**config.mk**
```make
export PLATFORM = sky130hd
export DESIGN_NAME = jfpt_ctrl
export DESIGN_NICKNAME = d
export VERILOG_FILES = /design/src/sv/jfpt_pkg.sv /design/src/sv/jfpt_ctrl.sv
export SDC_FILE = /design/constraint.sdc
export NUM_CORES = 1
export LEC_CHECK = 0
export BUFFER_PORTS_ARGS = -buffer_cell sky130_fd_sc_hd__buf_2
export CORE_MARGIN = 1.5
export CORE_UTILIZATION = 40
export DETAILED_ROUTE_END_ITERATION = 8
export PLACE_DENSITY = 0.73
export SLEW_MARGIN = 25
export SYNTH_ARGS = -nofsm -noshare
export SYNTH_HDL_FRONTEND = slang
export SYNTH_SLANG_ARGS = --single-unit
```
**constraint.sdc**
```tcl
create_clock -name clock -period 2.3 [get_ports clock]
set_input_delay 0.345 -clock clock [delete_from_list [all_inputs] [get_ports clock]]
set_output_delay 0.345 -clock clock [all_outputs]
set_load 0.05 [all_outputs]
```
**src/sv/jfpt_pkg.sv**
```systemverilog
// Package for the function profile table: payload structs, record and slot
// layouts, controller/datapath command and status groups, and shared constants.
// No dependencies.
package jfpt_pkg;

   localparam int PCT_W       = 7;    // percent fields
   localparam int PCT_SCALE   = 100;
   localparam int KEY_SHIFT   = 16;   // argument position sits above the type code
   localparam int SLOT_CNT_W  = 4;    // slot counts up to fifteen
   localparam int SUM_W       = 36;   // sum of up to fifteen 32-bit counts
   localparam int DIVIDEND_W  = 40;   // 32-bit count times the percent scale
   localparam int DIVISOR_W   = 36;
   localparam int TBIAS_W     = 11;   // up to fifteen percents added
   localparam int CSR_IDX_W   = 2;
   localparam int CSR_DATA_W  = 32;

   localparam logic [CSR_IDX_W-1:0] REG_HOT_LIMIT  = 2'd0;
   localparam logic [CSR_IDX_W-1:0] REG_STAB_LIMIT = 2'd1;
   localparam logic [CSR_IDX_W-1:0] REG_BIAS_LIMIT = 2'd2;

   localparam logic [31:0]      HOT_LIMIT_RESET  = 32'd1000;
   localparam logic [PCT_W-1:0] STAB_LIMIT_RESET = 7'd80;
   localparam logic [PCT_W-1:0] BIAS_LIMIT_RESET = 7'd80;

   typedef enum logic [2:0] {
      CMD_ENTRY  = 3'd0,
      CMD_EXIT   = 3'd1,
      CMD_ARG    = 3'd2,
      CMD_BRANCH = 3'd3,
      CMD_QUERY  = 3'd4,
      CMD_CLEAR  = 3'd5
   } cmd_type;

   typedef struct packed {
      logic [2:0]  cmd;
      logic [7:0]  func_index;
      logic [63:0] now_time;
      logic [63:0] start_time;
      logic [15:0] kind_code;
      logic [15:0] arg_position;
      logic [15:0] branch_number;
      logic        was_taken;
   } req_type;

   typedef struct packed {
      logic [63:0]      stamp_out;
      logic             record_present;
      logic             hot_flag;
      logic             stable_flag;
      logic             biased_flag;
      logic [31:0]      call_total;
      logic [63:0]      time_total;
      logic [PCT_W-1:0] stability_percent;
      logic [PCT_W-1:0] bias_percent;
      logic             slots_full;
   } rsp_type;

   typedef struct packed {
      logic [31:0]           call_count;
      logic [63:0]           time_sum;
      logic [SLOT_CNT_W-1:0] kind_used;
      logic [SLOT_CNT_W-1:0] branch_used;
      logic [PCT_W-1:0]      bias_pct;
      logic [PCT_W-1:0]      stab_pct;
      logic                  biased;
      logic                  stable;
      logic                  hot;
   } rec_type;

   typedef struct packed {
      logic [31:0] key;
      logic [31:0] freq;
   } kslot_type;

   typedef struct packed {
      logic [15:0] key;
      logic [31:0] taken;
      logic [31:0] not_taken;
   } bslot_type;

   typedef enum logic [3:0] {
      ST_IDLE,
      ST_REC,
      ST_K_RD,
      ST_K_CHK,
      ST_K_END,
      ST_B_RD,
      ST_B_CHK,
      ST_B_DIV,
      ST_B_END,
      ST_STAB,
      ST_STAB_DIV,
      ST_BIAS,
      ST_BIAS_DIV,
      ST_WR,
      ST_RESP
   } state_type;

   typedef struct packed {
      logic load_req;
      logic load_rec;
      logic clear_valid;
      logic slot_clear;
      logic k_read;
      logic k_check;
      logic k_end;
      logic b_read;
      logic b_check;
      logic b_acc;
      logic b_end;
      logic stab_start;
      logic stab_take;
      logic bias_start;
      logic bias_take;
      logic rec_write;
      logic rsp_load;
   } ctl_cmd_type;

   typedef struct packed {
      logic [2:0] cmd;
      logic       present;
      logic       inrange;
      logic       slot_lt_kn;
      logic       slot_lt_bn;
      logic       tot_nonzero;
      logic       stab_go;
      logic       bias_go;
      logic       div_done;
      logic       rsp_free;
   } dp_stat_type;

endpackage

```
**src/sv/jfpt_ctrl.sv**
```systemverilog
// Sequencer of the profile table: steps one item through record load, slot
// scans, divisions, record write-back and result load. Depends on jfpt_pkg.
module jfpt_ctrl (
   input  logic                  clock,
   input  logic                  reset,
   input  logic                  req_valid,
   output logic                  req_ready,
   input  jfpt_pkg::dp_stat_type stat,
   output jfpt_pkg::ctl_cmd_type ctl
);
   import jfpt_pkg::*;

   state_type state_ff, state_in;
   logic      is_branch;

   assign is_branch = stat.cmd == CMD_BRANCH;

   always_ff @(posedge clock) begin
      if (reset) begin
         state_ff <= ST_IDLE;
      end else begin
         state_ff <= state_in;
      end
   end

   always_comb begin
      state_in = state_ff;
      case (state_ff)
         ST_IDLE: begin
            if (req_valid) state_in = ST_REC;
         end
         ST_REC: begin
            case (stat.cmd)
               CMD_ENTRY:  state_in = stat.inrange ? ST_WR : ST_RESP;
               CMD_EXIT, CMD_ARG, CMD_BRANCH:
                  state_in = stat.present ? ST_K_RD : ST_RESP;
               default:    state_in = ST_RESP;
            endcase
         end
         ST_K_RD:  state_in = stat.slot_lt_kn ? ST_K_CHK : ST_K_END;
         ST_K_CHK: state_in = ST_K_RD;
         ST_K_END: begin
            case (stat.cmd)
               CMD_ARG:    state_in = ST_WR;
               CMD_BRANCH: state_in = ST_B_RD;
               default:    state_in = ST_STAB;
            endcase
         end
         ST_B_RD:  state_in = stat.slot_lt_bn ? ST_B_CHK : ST_B_END;
         ST_B_CHK: state_in = stat.tot_nonzero ? ST_B_DIV : ST_B_RD;
         ST_B_DIV: begin
            if (stat.div_done) state_in = ST_B_RD;
         end
         ST_B_END: state_in = ST_STAB;
         ST_STAB: begin
            if (stat.stab_go) state_in = ST_STAB_DIV;
            else              state_in = is_branch ? ST_BIAS : ST_WR;
         end
         ST_STAB_DIV: begin
            if (stat.div_done) state_in = is_branch ? ST_BIAS : ST_WR;
         end
         ST_BIAS:     state_in = stat.bias_go ? ST_BIAS_DIV : ST_WR;
         ST_BIAS_DIV: begin
            if (stat.div_done) state_in = ST_WR;
         end
         ST_WR:   state_in = ST_RESP;
         ST_RESP: begin
            if (stat.rsp_free) state_in = ST_IDLE;
         end
         default: state_in = ST_IDLE;
      endcase
   end

   always_comb begin
      ctl       = '0;
      req_ready = 1'b0;
      case (state_ff)
         ST_IDLE: begin
            req_ready    = 1'b1;
            ctl.load_req = req_valid;
         end
         ST_REC: begin
            ctl.load_rec    = 1'b1;
            ctl.slot_clear  = 1'b1;
            ctl.clear_valid = stat.cmd == CMD_CLEAR;
         end
         ST_K_RD:  ctl.k_read = stat.slot_lt_kn;
         ST_K_CHK: ctl.k_check = 1'b1;
         ST_K_END: begin
            ctl.k_end      = 1'b1;
            ctl.slot_clear = 1'b1;
         end
         ST_B_RD:     ctl.b_read = stat.slot_lt_bn;
         ST_B_CHK:    ctl.b_check = 1'b1;
         ST_B_DIV:    ctl.b_acc = stat.div_done;
         ST_B_END:    ctl.b_end = 1'b1;
         ST_STAB:     ctl.stab_start = stat.stab_go;
         ST_STAB_DIV: ctl.stab_take = stat.div_done;
         ST_BIAS:     ctl.bias_start = stat.bias_go;
         ST_BIAS_DIV: ctl.bias_take = stat.div_done;
         ST_WR:       ctl.rec_write = 1'b1;
         ST_RESP:     ctl.rsp_load = stat.rsp_free;
         default: ;
      endcase
   end

endmodule

```
Yosys cells after proc, flatten, opt, wreduce, memory -nomap -nowiden
Index checks and enable logic that the tools add are counted.
Widths: inputs -> output; s select.
{"block": "totals", "register_bits": 4, "in_bits": 15, "output_inout_bits": 18, "elab_cells": 62}
{"block": "classes", "n_eq_ne": 23, "mux": 33, "n_reduce_logical": 5}
{"op": "$pmux 4 s15", "n": 1}
{"op": "$eq 4x4->1 const B", "n": 7}
{"op": "$mux 4", "n": 7}
{"op": "$mux 1", "n": 17}
{"op": "$eq 4x3->1 const B", "n": 4}
{"op": "$pmux 4 s2", "n": 2}
{"op": "$ne 2x2->1 const B", "n": 5}
{"op": "$mux 3", "n": 3}
{"op": "$eq 4x2->1 const B", "n": 2}
{"op": "$eq 3x2->1 const B", "n": 2}
{"op": "$mux 2", "n": 3}
{"op": "$reduce_and 5->1", "n": 1}
{"op": "$eq 4x1->1 const B", "n": 1}
{"op": "$logic_not 4->1", "n": 1}
{"op": "$eq 3x1->1 const B", "n": 1}
{"op": "$eq 3x3->1 const B", "n": 1}
{"op": "$logic_not 3->1", "n": 1}
{"op": "$reduce_or 3->1", "n": 1}
{"op": "$reduce_or 2->1", "n": 1}

Logic depth before layout (Yosys ltp)
{"block": "depth", "word_depth": 4, "mapped_depth": 7, "ltp_nobuf": 5}

Least setup slack after synthesis
No wires, ideal clock.
{"block": "synth_timing", "kind": "register -> output", "start": "register state_ff[0]", "end": "output ctl[16] (netlist name)", "arrival_time_ps": 2792, "required_time_ps": 1955, "setup_slack_ps": -837, "stages_incl_launch_ff": 5, "cell_sequence": "dfxtp_1 > buf_4 > buf_4 > nor4_1 > and2_1"}
{"item": "from (decl)", "line": "jfpt_ctrl.sv:13", "text": "state_type state_ff, state_in;"}
{"item": "from (signal assigned)", "line": "jfpt_ctrl.sv:22", "text": "state_ff <= state_in;"}
{"item": "to (decl)", "line": "jfpt_ctrl.sv:9", "text": "output jfpt_pkg::ctl_cmd_type ctl"}

==> flow_metrics.env <==
export IMPL_track_usage=0.1981
export IMPL_dpl_hpwl_microns=1442
export IMPL_routed_wl_microns=1806
export IMPL_dieArea_sq_mm=0.001854
export IMPL_maxSlewViolCount=0
export IMPL_tritoncts="yes"
export IMPL_path_buf_inv=1
export IMPL_finalCriticalPeriod_ns=2.191
export IMPL_fin_nets=141
export IMPL_grt_overflow=0
export IMPL_finalCritPeriodShare=0.9524
export IMPL_drtIter0Drc=39
export IMPL_row_count=14
export IMPL_synth_edf_count=0
export IMPL_ctsHoldBuffers=0
export IMPL_worstSetupEndpointType="output pin"
export IMPL_power_leakage_uw=0.0004073
export IMPL_final_cells=140
export IMPL_start_kind="flop"
export IMPL_cp_slowest_stage_delay_ns=0.65
export IMPL_hold_viol=0
export IMPL_clkPwrFrac=0.102
export IMPL_cp_endpoint="ctl[12]"
export IMPL_diodes=0
export IMPL_gp_congestion=0.8414
export IMPL_wl_per_cell_microns=12.90
export IMPL_max_cap_viol_count=0
export IMPL_synth_seq_cells=4
export IMPL_reg_largest_list="state_ff (4)"
export IMPL_path_depth=3
export IMPL_clock_latency_ns=0.23
export IMPL_grt_pass1_vias=721
export IMPL_status="finished clean"
export IMPL_clk_pin_slew_ns=0.04
export IMPL_met2_usage=0.3273
export IMPL_drive_gt1_frac=0.3306
export IMPL_grt_pass1_wl_microns=2925
export IMPL_root_buffer="clkbuf_4"
export IMPL_max_slew_margin=0.5487
export IMPL_die_x_microns=43.06
export IMPL_reg2reg_from="state_ff[2]$_SDFFE_PP0P_"
export IMPL_place_inst=137
export IMPL_critPathLaunch="state_ff[1]$_SDFFE_PP0P_"
export IMPL_synth_seq_area_share=0.1248
export IMPL_internal_power_uw=343.7
export IMPL_die_h_microns=43.06
export IMPL_tightest_slew_ns=0.6760
export IMPL_combPwrFrac=0.718
export IMPL_setup_viol=0
export IMPL_swShare=0.5864
export IMPL_required_ns=1.96
export IMPL_seq_power_share=0.180
export IMPL_cp_slowest_cell="dfxtp_1"
export IMPL_synthCells=94
export IMPL_dr_total_vias=803
export IMPL_cts_buffer_depth=2
export IMPL_top_register="state_ff"
export IMPL_worstPathArrival_ns=1.85
export IMPL_postCtsResizedCells=0
export IMPL_cts_setup_buffers=0
export IMPL_rsz0062_at_grt="no"
export IMPL_antenna_found_initial=0
export IMPL_firstDrtPassIters=4
export IMPL_fin_tns_setup_ns=0
export IMPL_path_cells="nand2b_1 > nor4b_2 > buf_2"
export IMPL_vias_per_cell=5.736
export IMPL_met1_usage=0.2506
export IMPL_grt_met3_usage=0.05532
export IMPL_r2r_setup_slack_ns=0.29
export IMPL_power_total_uw=831.0
export IMPL_cp_max_fo=16
export IMPL_start_util=0.4261
export IMPL_dominantRegCellSynth="dfxtp_1"
export IMPL_core_area_sq_mm=0.001506
export IMPL_ys_async_sr_fraction=0
export IMPL_min_path_type="in2reg"
export IMPL_netlist_area_sq_um=641.9
export IMPL_switching_power_uw=487.3
export IMPL_syn_avg_cell_area_sq_um=6.828
export IMPL_ys_warnings_count=0
export IMPL_ios=33
export IMPL_grt_max_degree=21
export IMPL_h_tree_depth=1
export IMPL_area_growth_pct=27.68
export IMPL_largest_register_ffs=4
export IMPL_worstSetupPathType="reg2out"
export IMPL_clkSinkCount=4
export IMPL_peakVddDrop_uv=609.6
export IMPL_reg2reg_to="state_ff[1]$_SDFFE_PP0P_"
export IMPL_synth_nets=109
export IMPL_clock_skew_ns=0.006763
export IMPL_critPathTopFamily="flip-flops"
export IMPL_portBuffers=32
export IMPL_ff2ff_path_depth=5
export IMPL_holdWs_ns=0.3528
export IMPL_p_per_area_mw_per_mm2=1014
export IMPL_drc=0
export IMPL_maxClockFrequency_mhz=456.5
export IMPL_cts_inserted_buffers=3
export IMPL_grt_busiest_layer="met2"
export IMPL_ant_nets=0
export IMPL_synth_distinct_cells=39
==> stage by stage <==
stage,worst slack [ns],util,area [sq um]
after global routing,0.007351,0.5440,819.5
after detailed placement,0.3360,0.5291,797.0
after CTS,0.1215,0.5440,819.5
final,0.1095,0.5440,819.5
after floorplan,-0.2060,-,654.4
after global placement,0.3787,0.5291,797.0
==> power groups by stage <==
stage | registers (uW) | logic (uW) | clock network [uW]
floorplan | 108 | 528 | 0
global placement | 147 | 589 | 0
detailed placement | 149 | 595 | 0
CTS | 147 | 598 | 90.2
global route | 154 | 645 | 95.9
finish | 149 | 597 | 84.5
==> cells by family (layout without fill, tap and decap cells) <==
kind of cell | after synthesis | after routing | synth area share
AOI/OAI and AO/OA | 24 | 24 | 0.2651
buffers and inverters | 12 | 42 | 0.1111
DFF | 4 | 4 | 0.1248
and+or+nand+nor | 52 | 52 | 0.4678
muxes | 2 | 2 | 0.03119
==> cells in the mapped netlist, types with 2 or more instances <==
master,count,area (sq um)
mux2i_1,2,20.02
nor2_1,13,48.80
o41ai_1,2,17.52
buf_4,5,37.54
and2_1,4,25.02
nor4_1,3,18.77
o32ai_1,2,17.52
a21oi_1,4,20.02
inv_1,4,15.01
o21ai_1,3,15.01
nand2b_1,5,31.28
nor3_1,6,30.03
and3_1,4,25.02
dfxtp_1,4,80.08
o21ai_0,2,10.01
nor2b_1,3,18.77
nand2_1,6,22.52
==> layout by cell type, fill, tap and decap left out, drive strengths merged, types with 2 or more instances in the layout <==
cell type,netlist,layout
buf,6,34
nor2,13,13
nand2,6,6
nor3,6,6
nand2b,5,5
inv,5,5
o21ai,5,5
and2,4,4
and3,4,4
a21oi,4,4
dfxtp,4,4
nor2b,3,3
clkbuf,1,3
nor4,3,3
o32ai,2,2
mux2i,2,2
o41ai,2,2
nor4b,2,2
==> metal layers <==
layer / vias to the layer above / share of wire
met1: 358 / 0.45
met4: 0 / 0.016
li1: 409 / -
met3: 4 / 0.056
met2: 32 / 0.48
met5: - / 0
==> how the worst min path moves through the flow <==
stage / from / end / slack, ns / cells past startpoint
after floorplan: reset / state_ff[3]$_SDFFE_PP0P_ / 0.42 / 1
final: reset / state_ff[3]$_SDFFE_PP0P_ / 0.35 / 2
after detailed placement: reset / state_ff[3]$_SDFFE_PP0P_ / 0.58 / 2
after CTS: reset / state_ff[3]$_SDFFE_PP0P_ / 0.34 / 2
after global placement: reset / state_ff[3]$_SDFFE_PP0P_ / 0.59 / 2
after global routing: reset / state_ff[3]$_SDFFE_PP0P_ / 0.35 / 2
==> final cells by class <==
cell class	count	area, sq um
clock buffer	3	22.52
timing repair buffer	34	175.2
tap	16	20.02
sequential	4	80.08
fill	161	686.9
inverter	5	18.77
multi-input combinational	78	503.0
No activity file was read; power rests on OpenSTA's default activity.
